### config.mk
export PLATFORM = sky130hd
export DESIGN_NAME = snaf_ctrl
export DESIGN_NICKNAME = d
export VERILOG_FILES = /design/src/snaf_pkg.sv /design/src/snaf_ctrl.sv
export SDC_FILE = /design/constraint.sdc
export NUM_CORES = 1
export LEC_CHECK = 0
export BUFFER_PORTS_ARGS = -buffer_cell sky130_fd_sc_hd__buf_4
export CORE_ASPECT_RATIO = 1.1
export CORE_UTILIZATION = 56
export DETAILED_ROUTE_END_ITERATION = 8
export PLACE_DENSITY = 0.76
export SYNTH_ARGS = -nofsm -noshare
export SYNTH_HDL_FRONTEND = slang
export SYNTH_SLANG_ARGS = --single-unit
### constraint.sdc
create_clock -name clock -period 2.7 [get_ports clock]
set_clock_uncertainty 0.1 [all_clocks]
set_input_delay 0.27 -clock clock [delete_from_list [all_inputs] [get_ports clock]]
set_output_delay 0.27 -clock clock [all_outputs]
set_load 0.05 [all_outputs]
### src/snaf_pkg.sv
// Shared types and constants for the strapdown altitude filter.
package snaf_pkg;

   localparam logic [16:0] GAIN_RESET    = 17'd3277;
   localparam logic [20:0] GRAVITY_RESET = 21'd642689;
   localparam logic [16:0] GAIN_ONE      = 17'd65536;

   localparam logic [1:0] REG_SIM_MODE = 2'd0;
   localparam logic [1:0] REG_GAIN     = 2'd1;
   localparam logic [1:0] REG_GRAVITY  = 2'd2;

   // datapath micro-operations
   typedef enum logic [3:0] {
      OP_LOAD    = 4'd0,  // latch the sample, start the forward rotation
      OP_ROT1    = 4'd1,  // first quaternion product, one term per cycle
      OP_ROT2    = 4'd2,  // second quaternion product, one term per cycle
      OP_GRAV    = 4'd3,  // subtract gravity from the vertical axis
      OP_VEL     = 4'd4,  // velocity update, one axis per cycle
      OP_POS     = 4'd5,  // position update, one axis per cycle
      OP_ALT     = 4'd6,  // altitude dead-reckon
      OP_BLEND1  = 4'd7,  // (1-g)*pred
      OP_BLEND2  = 4'd8,  // + g*baro, round, saturate
      OP_BACK    = 4'd9,  // start the back rotation
      OP_NOP     = 4'd10
   } op_type;

   typedef struct packed {
      op_type     op;
      logic [1:0] idx;   // axis or term index
   } cmd_type;

   typedef struct packed {
      logic rot_done;
      logic flying;
      logic ready;
   } status_type;

   function automatic logic signed [31:0] sat32(input logic signed [79:0] v);
      if (v > 80'sd2147483647) return 32'sh7FFFFFFF;
      if (v < -80'sd2147483648) return 32'sh80000000;
      return v[31:0];
   endfunction

   function automatic logic signed [47:0] sat48(input logic signed [79:0] v);
      if (v > 80'sd140737488355327) return 48'sh7FFFFFFFFFFF;
      if (v < -80'sd140737488355328) return 48'sh800000000000;
      return v[47:0];
   endfunction

endpackage

### src/snaf_ctrl.sv
// Sequencer that steps the datapath through one sample.
module snaf_ctrl (
   input  logic                  clock,
   input  logic                  reset,
   input  logic                  sim_mode,
   input  logic                  start,
   output logic                  busy,
   output logic                  done,
   input  snaf_pkg::status_type  status,
   output snaf_pkg::cmd_type     cmd
);
   import snaf_pkg::*;

   typedef enum logic [9:0] {
      S_IDLE  = 10'b0000000001,
      S_ROT1  = 10'b0000000010,
      S_ROT2  = 10'b0000000100,
      S_GRAV  = 10'b0000001000,
      S_VEL   = 10'b0000010000,
      S_POS   = 10'b0000100000,
      S_ALT   = 10'b0001000000,
      S_BL1   = 10'b0010000000,
      S_BL2   = 10'b0100000000,
      S_BACK  = 10'b1000000000
   } state_type;

   state_type state_ff, state_in;
   logic [1:0] idx_ff, idx_in;
   logic back_ff, back_in;
   logic done_ff, done_in;

   always_comb begin
      state_in = state_ff;
      idx_in   = idx_ff;
      back_in  = back_ff;
      done_in  = 1'b0;
      cmd.op   = OP_NOP;
      cmd.idx  = idx_ff;
      case (state_ff)
         // latch the sample at its transfer
         S_IDLE: begin
            if (start) begin
               cmd.op = OP_LOAD; back_in = 1'b0; idx_in = '0; state_in = S_ROT1;
            end
         end
         S_ROT1: begin
            cmd.op = OP_ROT1;
            // advance the row when its last term retires
            if (status.rot_done) begin
               if (idx_ff == 2'd3) begin idx_in = '0; state_in = S_ROT2; end
               else idx_in = idx_ff + 2'd1;
            end
         end
         S_ROT2: begin
            cmd.op = OP_ROT2;
            if (status.rot_done) begin
               if (idx_ff == 2'd2) begin
                  idx_in = '0;
                  if (back_ff) begin state_in = S_IDLE; done_in = 1'b1; end
                  else state_in = S_GRAV;
               end else idx_in = idx_ff + 2'd1;
            end
         end
         S_GRAV: begin
            cmd.op = OP_GRAV;
            if (sim_mode) state_in = S_ALT;
            else if (status.flying) state_in = S_VEL;
            else state_in = S_BACK;
         end
         S_VEL: begin
            cmd.op = OP_VEL;
            if (idx_ff == 2'd2) begin idx_in = '0; state_in = S_POS; end
            else idx_in = idx_ff + 2'd1;
         end
         S_POS: begin
            cmd.op = OP_POS;
            if (idx_ff == 2'd2) state_in = S_ALT;
            else idx_in = idx_ff + 2'd1;
         end
         S_ALT: begin
            cmd.op = OP_ALT; cmd.idx = 2'd2; idx_in = '0;
            state_in = (!sim_mode && status.ready) ? S_BL1 : S_BACK;
         end
         S_BL1: begin cmd.op = OP_BLEND1; state_in = S_BL2; end
         S_BL2: begin cmd.op = OP_BLEND2; state_in = S_BACK; end
         S_BACK: begin
            cmd.op = OP_BACK; back_in = 1'b1; idx_in = '0; state_in = S_ROT1;
         end
         default: state_in = S_IDLE;
      endcase
   end

   always_ff @(posedge clock) begin
      if (reset) begin
         state_ff <= S_IDLE;
         idx_ff   <= '0;
         back_ff  <= 1'b0;
         done_ff  <= 1'b0;
      end else begin
         state_ff <= state_in;
         idx_ff   <= idx_in;
         back_ff  <= back_in;
         done_ff  <= done_in;
      end
   end

   assign done = done_ff;
   assign busy = (state_ff != S_IDLE);
endmodule

## After elaboration in Yosys (flattened, before gate mapping)

Cells that the tools add are included.
Widths: inputs -> output; s select.

- Flip-flop bits (word level): 14
- Input port bits: 7
- Output and inout port bits: 8
- Logic and storage cells: 63

- $add $sub $neg: 1
- Eq/ne operators: 21
- Mux-type cells: 25
- Bitwise logic cells: 3
- Reductions and logical operators: 9

Operator list:

| cell | number |
|---|---|
| $mux 10 | 10 |
| $pmux 10 s10 | 1 |
| $pmux 4 s10 | 1 |
| $ne 2x2->1 const B | 8 |
| $mux 2 | 7 |
| $pmux 2 s6 | 1 |
| $eq 10x1->1 const B | 1 |
| $eq 10x10->1 const B | 1 |
| $eq 10x2->1 const B | 1 |
| $eq 10x3->1 const B | 1 |
| $eq 10x4->1 const B | 1 |
| $eq 10x5->1 const B | 1 |
| $eq 10x6->1 const B | 1 |
| $eq 10x7->1 const B | 1 |
| $eq 10x8->1 const B | 1 |
| $eq 10x9->1 const B | 1 |
| $ne 10x1->1 const B | 1 |
| $mux 4 | 2 |
| $reduce_and 7->1 | 1 |
| $reduce_bool 6->1 | 1 |
| $reduce_and 5->1 | 1 |
| $eq 2x2->1 const B | 2 |
| $reduce_or 4->1 | 1 |
| $not 1->1 | 3 |
| other kinds (8) | 9 |

## Longest topological paths before layout

- Depth after elaboration: 4
- Gate-level depth with buffers: 7
- Depth with buffers taken out: 6

## Worst setup path before layout

No wires, ideal clock.

- Path type: register to output
- Start: reg state_ff[2]
- End: out cmd[3] (netlist name)
- Arrival: 3057 ps
- Data required time: 2330 ps
- Path slack: -727 ps
- Stages on the path, launching flop included: 5
- Path buffers: 1
- Path through: dfxtp_1 -> clkbuf_1 -> nor4_4 -> nand4_1 -> o21ai_0

RTL lines:

| what | line | text |
|---|---|---|
| start: declaration | snaf_ctrl.sv:27 | `state_type state_ff, state_in;` |
| start signal: assignment | snaf_ctrl.sv:100 | `state_ff <= state_in;` |
| end: declaration | snaf_ctrl.sv:10 | `output snaf_pkg::cmd_type cmd` |

==> results.md <==
- Power share of the combinational group: 64.4%
- CP Cell Sequence: or3_4, nor3_1, o211ai_1, o311ai_2, o311ai_1, buf_4
- Synth Register Bits: 14
- Crit-path slowest cell: or3_4
- CP Max Fanout: 8
- CTS Sinks: 14
- Initial antenna violation count: 0
- CP Launch Type: register
- Port bufs: 14
- Worst-Margin Slew: 585.8 ps
- Switching power: 615.4 µW
- Post-synthesis compound-gate area fraction: 28.38%
- Max-slew headroom: 60.40%
- Die W: 45.14 µm
- Vias per std cell: 6.714
- Final Total Pwr: 1235 µW
- Max frequency: 0.3851 GHz
- FF+latch area: 280.3 µm²
- Final core area utilization: 71.81%
- Syn Area/Cell: 8.015 µm²
- Top cell type by total area after synthesis: dfxtp_1
- Synth Flop Type: dfxtp_1
- Post-CTS Hold Buffers: 0
- Post-Syn Nets: 154
- Hold Crit Start: status[0]
- Area contributors post-synth: dfxtp_1, a21oi_1, ha_1
- GPL Wtd Cong: 0.9313
- Mux contribution to synthesized area: 0%
- Die height: 49.45 µm
- Crit end category: primary output
- Min-delay worst type: primary input to register
- Cells after Synth: 143
- Yosys top cell area share: 24.45%
- Total die area: 2232 µm²
- Layout cells sized above 1: 24.52%
- Area occupied by multi-input gates: 814.5 µm²
- WL final: 3.109 mm
- Peak VDD IR: 0.7575 mV
- Number of synthesized flops with an enable pin: 0
- FILL cells: 160
- Switching share of power: 49.84%
- Async SR Flop Fraction: 0%
- Final count of pins violating max slew: 0
- Internal: 619.4 µW
- Pleak: 0.0005078 µW
- Clock transition at path regs: 100 ps
- Critical path's largest stage delay: 430 ps
- Worst-Skew Late Latency: 290 ps
- XOR/XNOR Fraction of Synth Area: 4.585%
- Sequential Power Share: 22.4%
- Outcome: completed
- Crit path DAT: 2230 ps
- R2r setup slk: 250 ps
- WS Path Type: register to primary output
- GR Overflow Total: 0
- First-pass GRT wire length: 4.843 mm
- Largest net degree at the start of global routing: 15
- Initial DRC Count: 76
- Top Family by Delay on Critical Path: simple AND/OR/NAND/NOR gates
- Worst Path Buf+Inv: 1
- Top-count cell post-synth: dfxtp_1
- Clk network pwr share: 13.2%
- Final setup viols: 0
- Main combinational cell family by area after synthesis: simple AND/OR/NAND/NOR gates
- Synth cell types: 54
- H-tree lvl count: 1
- Core Rows: 16
- R2r startpoint: state_ff[2]$_SDFFE_PP0P_
- Via Count: 1,222
- Core area: 1842 µm²
- IO Pins: 15
- Part of the Yosys area used for sequential elements: 24.45%
- Critical path required time: 2330 ps
- Number of global-route vias before repair: 1,046
- Synthesis-to-finish area growth: 15.39%
- Synth top cells by count: dfxtp_1, a21oi_1, nor2_1
- PD cells: 933.7 nW/µm²
- Critical path startpoint: state_ff[1]$_SDFFE_PP0P_
- Total CTS buffers: 3
- Ys Warns: 0
- WL/cell: 17.08 µm
- CTS tree: done
- Root buffer cell: clkbuf_4
- Mapped cell area: 1146 µm²
- Fin crit share: 96.17%
- Initial Util: 62.23%
- Post-Synth Adder-Cell Area: 4.367%
- Hold WS: 140.5 ps
- Routed Antenna Nets: 0
- Post-route DRC: 0
- Crit path time final: 2597 ps
- Pre-Repair DR Iteration Count: 4
- Placed wire-length estimate: 2.198 mm
- Clk buf depth: 2
- Overall Global Routing Usage: 29.34%
- Final Hold Viols: 0
- Max-Cap Viols: 0
- Synth Area in Simple Gates: 31.55%
- Final #Nets: 167
- Antenna diode count: 0
-- worst paths after layout --
check | depth (start not counted) | endpoint
min | 3 | state_ff[7]$_SDFFE_PP0P_
min reg2reg | 1 | state_ff[3]$_SDFFE_PP0P_
max | 6 | cmd[5]
max reg2reg | 5 | idx_ff[0]$_SDFFE_PP0P_
-- metal layers --
| layer | vias to the layer above | track usage (%) | wire length [µm] |
|---|---|---|---|
| li1 | 574 | - | - |
| met1 | 556 | 41.31 | 1314 |
| met2 | 77 | 43.72 | 1450 |
| met3 | 15 | 2.593 | 230 |
| met4 | 0 | 14.14 | 114 |
| met5 | - | 0 | 0 |
-- area by class of cell --
type / count / area share, %
multi-input cells: 114 / 61.59
inverters: 4 / 1.135
clock buffers: 4 / 2.744
repair buffers: 19 / 10.79
well taps: 27 / 2.554
flip-flops and latches: 14 / 21.19
-- placed cells by master (no fill, tap or decap), types with 4 or more instances in the layout --
| cell type | n |
|---|---|
| a21oi_1 | 11 |
| buf_4 | 19 |
| dfxtp_1 | 14 |
| ha_1 | 4 |
| inv_1 | 4 |
| nand2_1 | 8 |
| nand3_1 | 7 |
| nor2_1 | 10 |
| nor3_1 | 6 |
| o21ai_0 | 8 |
-- logic make-up (layout without fill, tap and decap cells) --
group           Yosys count  in the layout
simple gates             60             60
compound gates           44             44
buf+inv                  15             27
flops                    14             14
xor+xnor                  6              6
fa+ha+maj                 4              4
-- stage by stage --
stage          setup slack [ps]  instance area, µm²  setup TNS [ps]  cells
6_report                  103.4                1323               0    182
5_1_grt                  -64.24                1323          -64.24    182
4_1_cts                   67.57                1272               0    178
3_5_place_dp              279.6                1231               0    174
3_3_place_gp              290.7                1231               0    174
2_1_floorplan            -350.5                1146          -350.5    143
-- sequential cells by signal (all words and copies together) (netlist names) --
register  cells
back_ff       1
idx_ff        2
state_ff     10
done          1
-- power groups by stage --
stage	Combinational, µW	Clock (µW)	Sequential (µW)
after floorplan	562	0	236
after global placement	673	0	274
after detailed placement	675	0	276
after CTS	681	161	272
after global routing	842	167	282
final	795	163	277
-- timing repair --
action	4_1_cts	5_1_grt
pin swaps	0	1
buffers inserted	0	4
gates resized for setup	1	5
setup endpoints to repair	1	3
-- worst min-delay path, delay by kind of cell --
family / cells / cell delay (ps)
simple gates: 2 / 130
buf+inv: 1 / 110
No activity file was read; power rests on OpenSTA's default activity.
