$ cat config.mk
export PLATFORM = sky130hd
export DESIGN_NAME = snaf_datapath
export DESIGN_NICKNAME = d
export VERILOG_FILES = /design/src/snaf_pkg.sv /design/src/snaf_datapath.sv
export SDC_FILE = /design/constraint.sdc
export NUM_CORES = 2
export LEC_CHECK = 0
export BUFFER_PORTS_ARGS = -buffer_cell sky130_fd_sc_hd__buf_2
export CAP_MARGIN = 15
export CELL_PAD_IN_SITES_DETAIL_PLACEMENT = 1
export CELL_PAD_IN_SITES_GLOBAL_PLACEMENT = 1
export CORE_MARGIN = 2
export CORE_UTILIZATION = 41
export CTS_CLUSTER_DIAMETER = 50
export DETAILED_ROUTE_END_ITERATION = 12
export GPL_TIMING_DRIVEN = 1
export PLACE_DENSITY_LB_ADDON = 0.1
export SYNTH_ARGS = -nofsm -noshare
export SYNTH_HDL_FRONTEND = slang
export SYNTH_SLANG_ARGS = --single-unit
$ cat constraint.sdc
create_clock -name clock -period 28.3 [get_ports clock]
set_input_delay 0 -clock clock [delete_from_list [all_inputs] [get_ports clock]]
set_output_delay 0 -clock clock [all_outputs]
set_load 0.02 [all_outputs]
$ cat src/snaf_pkg.sv
// Shared types and constants for the strapdown altitude filter.
package snaf_pkg;

   localparam logic [16:0] GAIN_RESET    = 17'd3277;
   localparam logic [20:0] GRAVITY_RESET = 21'd642689;
   localparam logic [16:0] GAIN_ONE      = 17'd65536;

   localparam logic [1:0] REG_SIM_MODE = 2'd0;
   localparam logic [1:0] REG_GAIN     = 2'd1;
   localparam logic [1:0] REG_GRAVITY  = 2'd2;

   // datapath micro-operations
   typedef enum logic [3:0] {
      OP_LOAD    = 4'd0,  // latch the sample, start the forward rotation
      OP_ROT1    = 4'd1,  // first quaternion product, one term per cycle
      OP_ROT2    = 4'd2,  // second quaternion product, one term per cycle
      OP_GRAV    = 4'd3,  // subtract gravity from the vertical axis
      OP_VEL     = 4'd4,  // velocity update, one axis per cycle
      OP_POS     = 4'd5,  // position update, one axis per cycle
      OP_ALT     = 4'd6,  // altitude dead-reckon
      OP_BLEND1  = 4'd7,  // (1-g)*pred
      OP_BLEND2  = 4'd8,  // + g*baro, round, saturate
      OP_BACK    = 4'd9,  // start the back rotation
      OP_NOP     = 4'd10
   } op_type;

   typedef struct packed {
      op_type     op;
      logic [1:0] idx;   // axis or term index
   } cmd_type;

   typedef struct packed {
      logic rot_done;
      logic flying;
      logic ready;
   } status_type;

   function automatic logic signed [31:0] sat32(input logic signed [79:0] v);
      if (v > 80'sd2147483647) return 32'sh7FFFFFFF;
      if (v < -80'sd2147483648) return 32'sh80000000;
      return v[31:0];
   endfunction

   function automatic logic signed [47:0] sat48(input logic signed [79:0] v);
      if (v > 80'sd140737488355327) return 48'sh7FFFFFFFFFFF;
      if (v < -80'sd140737488355328) return 48'sh800000000000;
      return v[47:0];
   endfunction

endpackage

$ cat src/snaf_datapath.sv
// Datapath: registers, one shared combinational multiplier and an accumulator.
module snaf_datapath (
   input  logic                   clock,
   input  logic                   reset,
   input  snaf_pkg::cmd_type      cmd,
   output snaf_pkg::status_type   status,
   input  logic                   sim_mode,
   input  logic [16:0]            gain,
   input  logic [20:0]            gravity,
   input  logic signed [31:0]     accel_x,
   input  logic signed [31:0]     accel_y,
   input  logic signed [31:0]     accel_z,
   input  logic signed [15:0]     qw,
   input  logic signed [15:0]     qx,
   input  logic signed [15:0]     qy,
   input  logic signed [15:0]     qz,
   input  logic [15:0]            dt,
   input  logic                   flying,
   input  logic signed [47:0]     baro,
   input  logic                   ready,
   output logic signed [47:0]     alt_out,
   output logic signed [31:0]     vw_out [3],
   output logic signed [47:0]     pw_out [3],
   output logic signed [31:0]     vb_out [3],
   output logic signed [31:0]     awz_out
);
   import snaf_pkg::*;

   logic signed [31:0] vec_ff [3];      // vector being rotated
   logic signed [15:0] q_ff [4];
   logic signed [16:0] qs_ff [4];       // quaternion in use (q or conjugate)
   logic signed [35:0] t_ff [4];        // intermediate quaternion
   logic signed [31:0] r_ff [3];        // rotation result
   logic signed [31:0] vel_ff [3];
   logic signed [47:0] pos_ff [3];
   logic signed [47:0] alt_ff;
   logic signed [47:0] pred_ff;
   logic signed [79:0] acc_ff;
   logic [15:0] dt_ff;
   logic flying_ff, ready_ff, back_ff;
   logic signed [47:0] baro_ff;
   logic [1:0] term_ff;                 // term of the current product
   logic [16:0] g_eff;

   // one signed product, selected by the command; a first-product row sums three terms, a second-product row four
   logic signed [47:0] ma;
   logic signed [17:0] mb;
   logic signed [65:0] mprod;
   logic signed [79:0] prod;
   logic signed [79:0] rsum;

   assign g_eff = (gain > GAIN_ONE) ? GAIN_ONE : gain;

   // first product: t[i] = sum over j of sign * q[..] * v[..]
   function automatic logic signed [17:0] sel_q1(input int i, input int j,
                                                 input logic signed [16:0] q [4]);
      // rows: tw=-x vx -y vy -z vz; tx=w vx +y vz -z vy; ty=w vy -x vz +z vx;
      // tz=w vz +x vy -y vx.  Term j of row i uses quaternion entry below.
      logic signed [17:0] r;
      r = 18'sd0;
      case ({i[1:0], j[1:0]})
         4'h0: r = -18'(q[1]); 4'h1: r = -18'(q[2]); 4'h2: r = -18'(q[3]);
         4'h4: r = 18'(q[0]);  4'h5: r = 18'(q[2]);  4'h6: r = -18'(q[3]);
         4'h8: r = 18'(q[0]);  4'h9: r = -18'(q[1]); 4'hA: r = 18'(q[3]);
         4'hC: r = 18'(q[0]);  4'hD: r = 18'(q[1]);  4'hE: r = -18'(q[2]);
         default: r = 18'sd0;
      endcase
      return r;
   endfunction

   function automatic logic [1:0] sel_v1(input int i, input int j);
      logic [1:0] r;
      r = 2'd0;
      case ({i[1:0], j[1:0]})
         4'h0: r = 2'd0; 4'h1: r = 2'd1; 4'h2: r = 2'd2;
         4'h4: r = 2'd0; 4'h5: r = 2'd2; 4'h6: r = 2'd1;
         4'h8: r = 2'd1; 4'h9: r = 2'd2; 4'hA: r = 2'd0;
         4'hC: r = 2'd2; 4'hD: r = 2'd1; 4'hE: r = 2'd0;
         default: r = 2'd0;
      endcase
      return r;
   endfunction

   // second product: r0=-tw x+tx w-ty z+tz y; r1=-tw y+tx z+ty w-tz x;
   // r2=-tw z-tx y+ty x+tz w.  Term j uses t[j] with quaternion entry below.
   function automatic logic signed [17:0] sel_q2(input int i, input int j,
                                                 input logic signed [16:0] q [4]);
      logic signed [17:0] r;
      r = 18'sd0;
      case ({i[1:0], j[1:0]})
         4'h0: r = -18'(q[1]); 4'h1: r = 18'(q[0]);
         4'h2: r = -18'(q[3]); 4'h3: r = 18'(q[2]);
         4'h4: r = -18'(q[2]); 4'h5: r = 18'(q[3]);
         4'h6: r = 18'(q[0]);  4'h7: r = -18'(q[1]);
         4'h8: r = -18'(q[3]); 4'h9: r = -18'(q[2]);
         4'hA: r = 18'(q[1]);  4'hB: r = 18'(q[0]);
         default: r = 18'sd0;
      endcase
      return r;
   endfunction

   always_comb begin
      ma = 48'sd0;
      mb = 18'sd0;
      case (cmd.op)
         OP_ROT1: begin
            ma = 48'(vec_ff[sel_v1(int'(cmd.idx), int'(term_ff))]);
            mb = sel_q1(int'(cmd.idx), int'(term_ff), qs_ff);
         end
         OP_ROT2: begin
            ma = 48'(t_ff[term_ff]);
            mb = sel_q2(int'(cmd.idx), int'(term_ff), qs_ff);
         end
         OP_VEL:    begin ma = 48'(r_ff[cmd.idx]);  mb = 18'($signed({1'b0, dt_ff})); end
         OP_POS, OP_ALT: begin
            ma = 48'(vel_ff[cmd.idx]);
            mb = 18'($signed({1'b0, dt_ff}));
         end
         OP_BLEND1: begin ma = pred_ff; mb = 18'($signed({1'b0, GAIN_ONE - g_eff})); end
         OP_BLEND2: begin ma = baro_ff; mb = 18'($signed({1'b0, g_eff})); end
         default: ;
      endcase
   end

   // 48 by 18 product; the 80-bit type only sizes the sum
   assign mprod = ma * mb;
   assign prod  = 80'(mprod);
   assign rsum  = acc_ff + prod;

   always_ff @(posedge clock) begin
      if (reset) begin
         for (int i = 0; i < 3; i++) begin
            vel_ff[i] <= '0;
            pos_ff[i] <= '0;
         end
         alt_ff      <= '0;
         term_ff     <= '0;
         back_ff     <= 1'b0;
      end else begin
         case (cmd.op)
            OP_LOAD: begin
               vec_ff[0] <= accel_x; vec_ff[1] <= accel_y; vec_ff[2] <= accel_z;
               q_ff[0] <= qw; q_ff[1] <= qx; q_ff[2] <= qy; q_ff[3] <= qz;
               qs_ff[0] <= 17'(qw); qs_ff[1] <= 17'(qx);
               qs_ff[2] <= 17'(qy); qs_ff[3] <= 17'(qz);
               dt_ff <= dt; flying_ff <= flying; ready_ff <= ready; baro_ff <= baro;
               acc_ff <= '0; term_ff <= '0; back_ff <= 1'b0;
            end
            OP_BACK: begin
               vec_ff <= vel_ff;
               qs_ff[0] <= 17'(q_ff[0]);
               qs_ff[1] <= -17'(q_ff[1]); qs_ff[2] <= -17'(q_ff[2]);
               qs_ff[3] <= -17'(q_ff[3]);
               acc_ff <= '0; term_ff <= '0; back_ff <= 1'b1;
            end
            OP_ROT1: begin
               if (term_ff == 2'd2) begin
                  t_ff[cmd.idx] <= 36'((rsum + 80'sd8192) >>> 14);
                  acc_ff <= '0; term_ff <= '0;
               end else begin
                  acc_ff <= rsum; term_ff <= term_ff + 2'd1;
               end
            end
            OP_ROT2: begin
               if (term_ff == 2'd3) begin
                  if (back_ff) vb_out[cmd.idx] <= sat32((rsum + 80'sd8192) >>> 14);
                  else r_ff[cmd.idx] <= sat32((rsum + 80'sd8192) >>> 14);
                  acc_ff <= '0; term_ff <= '0;
               end else begin
                  acc_ff <= rsum; term_ff <= term_ff + 2'd1;
               end
            end
            OP_GRAV: r_ff[2] <= sat32(80'(r_ff[2]) - 80'($signed({1'b0, gravity})));
            OP_VEL: vel_ff[cmd.idx] <= sat32(80'(vel_ff[cmd.idx])
                                        + ((prod + 80'sd32768) >>> 16));
            OP_POS: pos_ff[cmd.idx] <= sat48(80'(pos_ff[cmd.idx])
                                        + ((prod + 80'sd32768) >>> 16));
            OP_ALT: begin
               pred_ff <= sat48(80'(alt_ff) + ((prod + 80'sd32768) >>> 16));
               if (sim_mode || !ready_ff)
                  alt_ff <= sat48(80'(alt_ff) + ((prod + 80'sd32768) >>> 16));
            end
            OP_BLEND1: acc_ff <= prod;
            OP_BLEND2: alt_ff <= sat48((rsum + 80'sd32768) >>> 16);
            default: ;
         endcase
      end
   end

   // the last term of a row retires in this cycle
   assign status.rot_done = ((cmd.op == OP_ROT1) && (term_ff == 2'd2))
                         || ((cmd.op == OP_ROT2) && (term_ff == 2'd3));
   assign status.flying   = flying_ff;
   assign status.ready    = ready_ff;
   assign alt_out = alt_ff;
   assign vw_out  = vel_ff;
   assign pw_out  = pos_ff;
   assign awz_out = r_ff[2];
endmodule

[Word-level counts from Yosys, hierarchy flattened]
Memory sizes are Yosys's and may differ from the RTL's. A register that Yosys moved wholly into a read port is not among the register bits.
Index checks and enable logic that the tools add are counted.
Widths: inputs -> output; s select.
Operators by class
  add/subtract/negate cells: 16
  multiply operators: 1
  div/mod/pow operators: 0
  magnitude comparators: 16
  eq/ne operators: 26
  shift operators: 0
  multiplexer cells: 157
  bitwise operators: 3
  reduce and logical (&&, ||, !) cells: 30
Operators with widths (count)
  $mux 32: 32
  $mux 48: 20
  $pmux 80 s4: 1
  $pmux 48 s6: 1
  $pmux 18 s7: 2
  $bwmux 96: 2
  $pmux 96 s2: 1
  $mux 80: 2
  $bwmux 144: 1
  $pmux 68 s2: 1
  $bmux 32 s2: 2
  $add 48x51->52: 2
  $gt 52x48->1 const B: 2
  $lt 52x48->1 const B: 2
  $bmux 48 s2: 1
  $demux 48 s2: 1
  $pmux 48 s2: 1
  $pmux 18 s5: 1
  $add 80x15->80 const B: 1
  $add 80x17->80 const B: 1
  $add 80x66->80: 1
  $mux 1: 78
  $add 66x17->67 const B: 1
  $gt 66x32->1 const B: 1
  other kinds (42): 91
Word-level totals
  flip-flop bits (word level): 745
  latch bits: 0
  RAM bits: 304
  bits in read-only memories: 32
  output and inout bits: 419
  logic and storage cells: 278
  memories kept: 4
Memory list
  t_ff: depth 4, width 36, read ports 1, clocked after memory_dff 1, write ports 1, RTL line snaf_datapath.sv:32  | logic signed [35:0] t_ff [4];
  r_ff: depth 3, width 32, read ports 2, clocked after memory_dff 0, write ports 1, RTL line snaf_datapath.sv:33  | logic signed [31:0] r_ff [3];
  q_ff: depth 4, width 16, read ports 4, clocked after memory_dff 0, write ports 4, RTL line snaf_datapath.sv:30  | logic signed [15:0] q_ff [4];
  (name not given): depth 16, width 2, read ports 1, clocked after memory_dff 0, write ports 0, RTL line snaf_datapath.sv:74  | case ({i[1:0], j[1:0]})

[Depth between registers and ports, before layout]
  depth in word-level cells: 28
  gate-level depth with buffers: 64
  depth with buffers taken out: 62

[Least setup slack after synthesis]
No wires, ideal clock.
  path kind: input to register
  start: input cmd[5] (netlist name)
  end: register qs_ff[0] (netlist name) (enable)
  library setup time: 0.720 ns
  arrival time: 17.808 ns
  data required time: 27.580 ns
  path slack: 9.772 ns
  stages on the path: 5
  buffers on the path: 2
  cell sequence: clkbuf_1 -> or2_2 -> clkbuf_1 -> nor4_1 -> o21bai_1
Between the ends
  cells in the longest elaborated chain, start to end: 3
  elaborated cells on any way between the ends: 4
  classes of those cells: eq/ne (1); reduce/logical (3)
RTL lines
  from (decl): RTL line snaf_datapath.sv:5  | input snaf_pkg::cmd_type cmd,
  $eq 4x4->1 or $logic_not 4->1 (tied branches): RTL line snaf_datapath.sv:140  | case (cmd.op)
  $reduce_bool 2->1 (no source line) (*)
  $reduce_and 2->1 (no source line) (*)
  to (decl): RTL line snaf_datapath.sv:31  | logic signed [16:0] qs_ff [4];
Every way passes the cells marked *; elsewhere a longest branch is shown, timed or not.
A chain may end at the register's enable or synchronous reset.

[Final worst setup path]
  start: register qs_ff[19] (netlist name)
  end: register alt_ff[7] (netlist: alt_out[7])
Between the ends
  cells in the longest elaborated chain, start to end: 16
  elaborated cells on any way between the ends: 37
  classes of those cells: add/sub (5); mul (1); order compare (4); mux (27)
RTL lines
  $neg 17->18
  $pmux 18 s7 (on tied branches): RTL line snaf_datapath.sv:90, snaf_datapath.sv:61
  $pmux 18 s5 (*): RTL line snaf_datapath.sv:105  | case (cmd.op)
  $mul 48x18->66 (*): RTL line snaf_datapath.sv:126  | assign mprod = ma * mb;
  $add 66x17->67: RTL line snaf_datapath.sv:181  | alt_ff <= sat48(80'(alt_ff) + ((prod + 80'sd32768) >>> 16));
  $add 48x51->52: RTL line snaf_datapath.sv:181
  $lt 52x48->1: RTL line snaf_pkg.sv:46  | if (v < -80'sd140737488355328) return 48'sh800000000000;
  $mux 1 (2 in series): RTL line snaf_pkg.sv:46
  $mux 1: RTL line snaf_datapath.sv:180  | if (sim_mode || !ready_ff)
  $mux 1: RTL line snaf_datapath.sv:140
  $mux 1: RTL line snaf_datapath.sv:131  | if (reset) begin
  $mux 48: RTL line snaf_pkg.sv:47  | return v[47:0];
  $mux 48: RTL line snaf_pkg.sv:46
  $mux 48: RTL line snaf_datapath.sv:180
  $pmux 48 s2 (*): RTL line snaf_datapath.sv:140
  to (signal assigned): RTL line snaf_datapath.sv:181
  to (signal assigned): RTL line snaf_datapath.sv:184  | OP_BLEND2: alt_ff <= sat48((rsum + 80'sd32768) >>> 16);
  to (decl): RTL line snaf_datapath.sv:36  | logic signed [47:0] alt_ff;
Every way passes the cells marked *; elsewhere a longest branch is shown, timed or not. The select of a mux whose other input is x is not followed.

==> flow_summary.toml <==
[yosys]
synth-compound-area-share = 0.160
synth-xor-area-share = 0.0489
synth_top_family_by_area = "adder cells"
yosys.area_share.simple = 0.167
synth_edf_count = 757
synth_seq_cells = 1050
synthArstFlopShare = 0
yosysWarnings = 0
syn_inst = 10400
synthAdderAreaFrac = 0.228
netlist_area_sq_um = 94400
yosys.cell_types.count = 122
synthFlopType = "edfxtp_1"
synth_nets = 11900
yosysSeqAreaShare = 0.303
synthMuxAreaShare = 0.0247
syn_avg_cell_area_sq_um = 9.06

[clock_network]
cts.sink_count = 1050
htree_levels = 4
cts_tree = "yes"
clk_pin_slew_ns = 0.06
cts_root_buf = "clkbuf_16"
cts-buffers-inserted = 159
cts_resized = 0
ctsLongestPathBuffers = 3
insertion_delay_ns = 0.89

[die]
dieArea_sq_um = 234000
core-area_sq_um = 229000
die_width_um = 484
initial_core_util = 0.412
ios = 692
die_h_um = 484
rows = 176

[route]
dr.pass1.iters = 7
num_vias = 88300
drc = 0
routedWlPerCell_um = 30.5
drtAntennaViolNets = 0
routed_wl_um = 446000
drt-initial-drc-count = 8113
drt-vias-per-instance = 6.05

[cells_and_area]
nets = 12900
final_util = 0.488
area_delta_synth_final_pct = 18.7
stdcell_area_sq_um = 112000
drive_gt1_frac = 0.125

[timing]
fin_crit_sh = 0.680
min_period_ns = 19.25
tns_ns = 0
worst_pin_slew_ns = 1.33
rsz0062_at_grt = "no"
fin_ws_ns = 9.05
skew_ns = 0.116
maxSlewViolCount = 0
relSlewSlack = 0.103
hold_ws_ns = 0.0281
hold_viol = 0
fmax_mhz = 52.0
setup_viol_count_final = 0

[worst_setup_path]
cp-end-kind = "register"
cp_slowest_stage_delay_ns = 0.92
crit_arrival_ns = 19.95
path_max_fanout = 49
ff2ff_setup_slack_ns = 9.05
cp_slowest_cell = "xor2_1"
start_kind = "register"
cp_common_cell = "nand2_1"
reg2regPathDepth = 54
crit_type = "reg -> reg"
required_ns = 29.01

[placement]
gp_congestion = 0.992
port_buffers = 691
dpl_worst_slack_ns = 9.30
dpl.hpwl_um = 340000
place_area_sq_um = 102000

[min_path]
holdPathStages = 4
hold_path.class = "in -> reg"

[global_route]
grt_overflow_total = 0
grt_max_degree = 87
grt_use_total = 0.374
antenna_found_initial = 46
grt_pass1_vias = 92800
grt_pass1_wl_um = 647000

[pwr]
p_leak_uw = 0.0478
max-vdd-ir-drop_uv = 93.1
power_density_nw_per_um2 = 92.9

[run]
max_cap_viol_count = 0

[status]
outcome = "finished clean"
[per-stage QoR]
step                instances  power (uW)
floorplan               10400        5640
global placement        13800        8060
detailed placement      13800        8150
CTS                     14600       10300
global route            14600       10800
finish                  14600       10400
[state kept, by name, indices dropped and copies added (netlist names), named ones only]
register and count:
dt_ff 16, baro_ff 48, vw_out 96, alt_out 48, back_ff 1, term_ff 2
pred_ff 48, r_ff 96, q_ff 64, ready_ff 1, flying_ff 1, vb_out 96
t_ff 144, acc_ff 80, pw_out 144, qs_ff 67, vec_ff 96
[power by group]
group	switching [uW]	internal, uW	total, uW
Combinational	4490	1740	6230
Sequential	73.0	2080	2150
Clock	869	1170	2040
Total	5430	4980	10400
[timing repair]
action / in CTS / in global routing
setup buffers: 0 / 0
hold endpoints to repair: 384 / 0
hold buffers: 446 / 0
[critical path, delay by kind of cell (launching register included)]
kind | cells | cell delay, ns
AOI/OAI and AO/OA | 21 | 5.16
and+or+nand+nor | 15 | 4.75
adders and majority gates | 8 | 4.13
xor gates and xnor gates | 4 | 2.24
buffers and inverters | 6 | 2.13
DFF | 1 | 0.49
[metal layers]
metal  GRT usage  up-vias  wire (um)
met5           0        -         68
met4       0.182       10      25300
met3      0.0662      986      33400
met2       0.589     3881     203000
met1       0.496    45500     184000
li1            -    37900          -
[cell usage after synthesis (all sizes together), types with 37 or more instances]
cell type  count  area share
or2           37      0.0025
mux2i        150       0.016
nand3        167      0.0090
o211ai        55      0.0044
xor2         188       0.018
inv         1111       0.044
a22oi         72      0.0058
o21a          60      0.0048
ha           419       0.056
a22o          63      0.0058
and2         122      0.0081
a21o         192       0.015
o21ai        553       0.029
nand2b        94      0.0063
nand4        100      0.0068
nor4          85      0.0065
nor3         175      0.0095
nand2       1656       0.066
clkbuf       480       0.019
a211oi       290       0.024
a31oi         50      0.0034
a221oi        40      0.0037
buf           82      0.0044
a222oi        58      0.0061
nor2b         95      0.0063
nor2         723       0.029
o21bai        56      0.0045
xnor2        333       0.031
fa           815        0.17
dfxtp        293       0.062
edfxtp       757        0.24
and3          60      0.0040
a21oi        527       0.028
[cells by family after synthesis]
kind of cell	count (synthesis)
xor+xnor	522
simple gates	3473
buf+inv	1676
mux	188
flops	1050
fa+ha+maj	1234
compound gates	2276
[placed cells by master (no fill, tap or decap), drive strengths merged, types with 95 or more instances in the layout]
| master | instances |
|---|---|
| xor2 | 188 |
| nand3 | 167 |
| nor3 | 175 |
| buf | 942 |
| o21ai | 553 |
| a21o | 192 |
| nand2 | 1656 |
| a21oi | 527 |
| nand4 | 100 |
| and2 | 122 |
| xnor2 | 333 |
| ha | 419 |
| nor2 | 723 |
| clkbuf | 188 |
| a211oi | 290 |
| nor2b | 95 |
| inv | 1144 |
| dfxtp | 293 |
| mux2i | 150 |
| edfxtp | 757 |
| fa | 815 |
| dlygate4sd3 | 446 |
[area by class of cell]
| cell class | instances | area [sq um] |
|---|---|---|
| Multi-Input combinational cell | 7693 | 60100 |
| Timing Repair Buffer | 1389 | 9890 |
| Fill cell | 26300 | 117000 |
| Clock buffer | 187 | 4100 |
| Clock inverter | 108 | 1340 |
| Inverter | 1114 | 4180 |
| Tap cell | 3026 | 3790 |
| Antenna cell | 35 | 87.6 |
| Sequential cell | 1050 | 28600 |
[final timing paths]
check	startpoint	endpoint
worst max-delay path	qs_ff[19]	alt_out[7]
worst min-delay path	qz[11]	qs_ff[11]
worst max register to register	qs_ff[19]	alt_out[7]
worst min register to register	q_ff[0][8]	qs_ff[59]
Note: power is estimated with default switching activity, not from simulation.
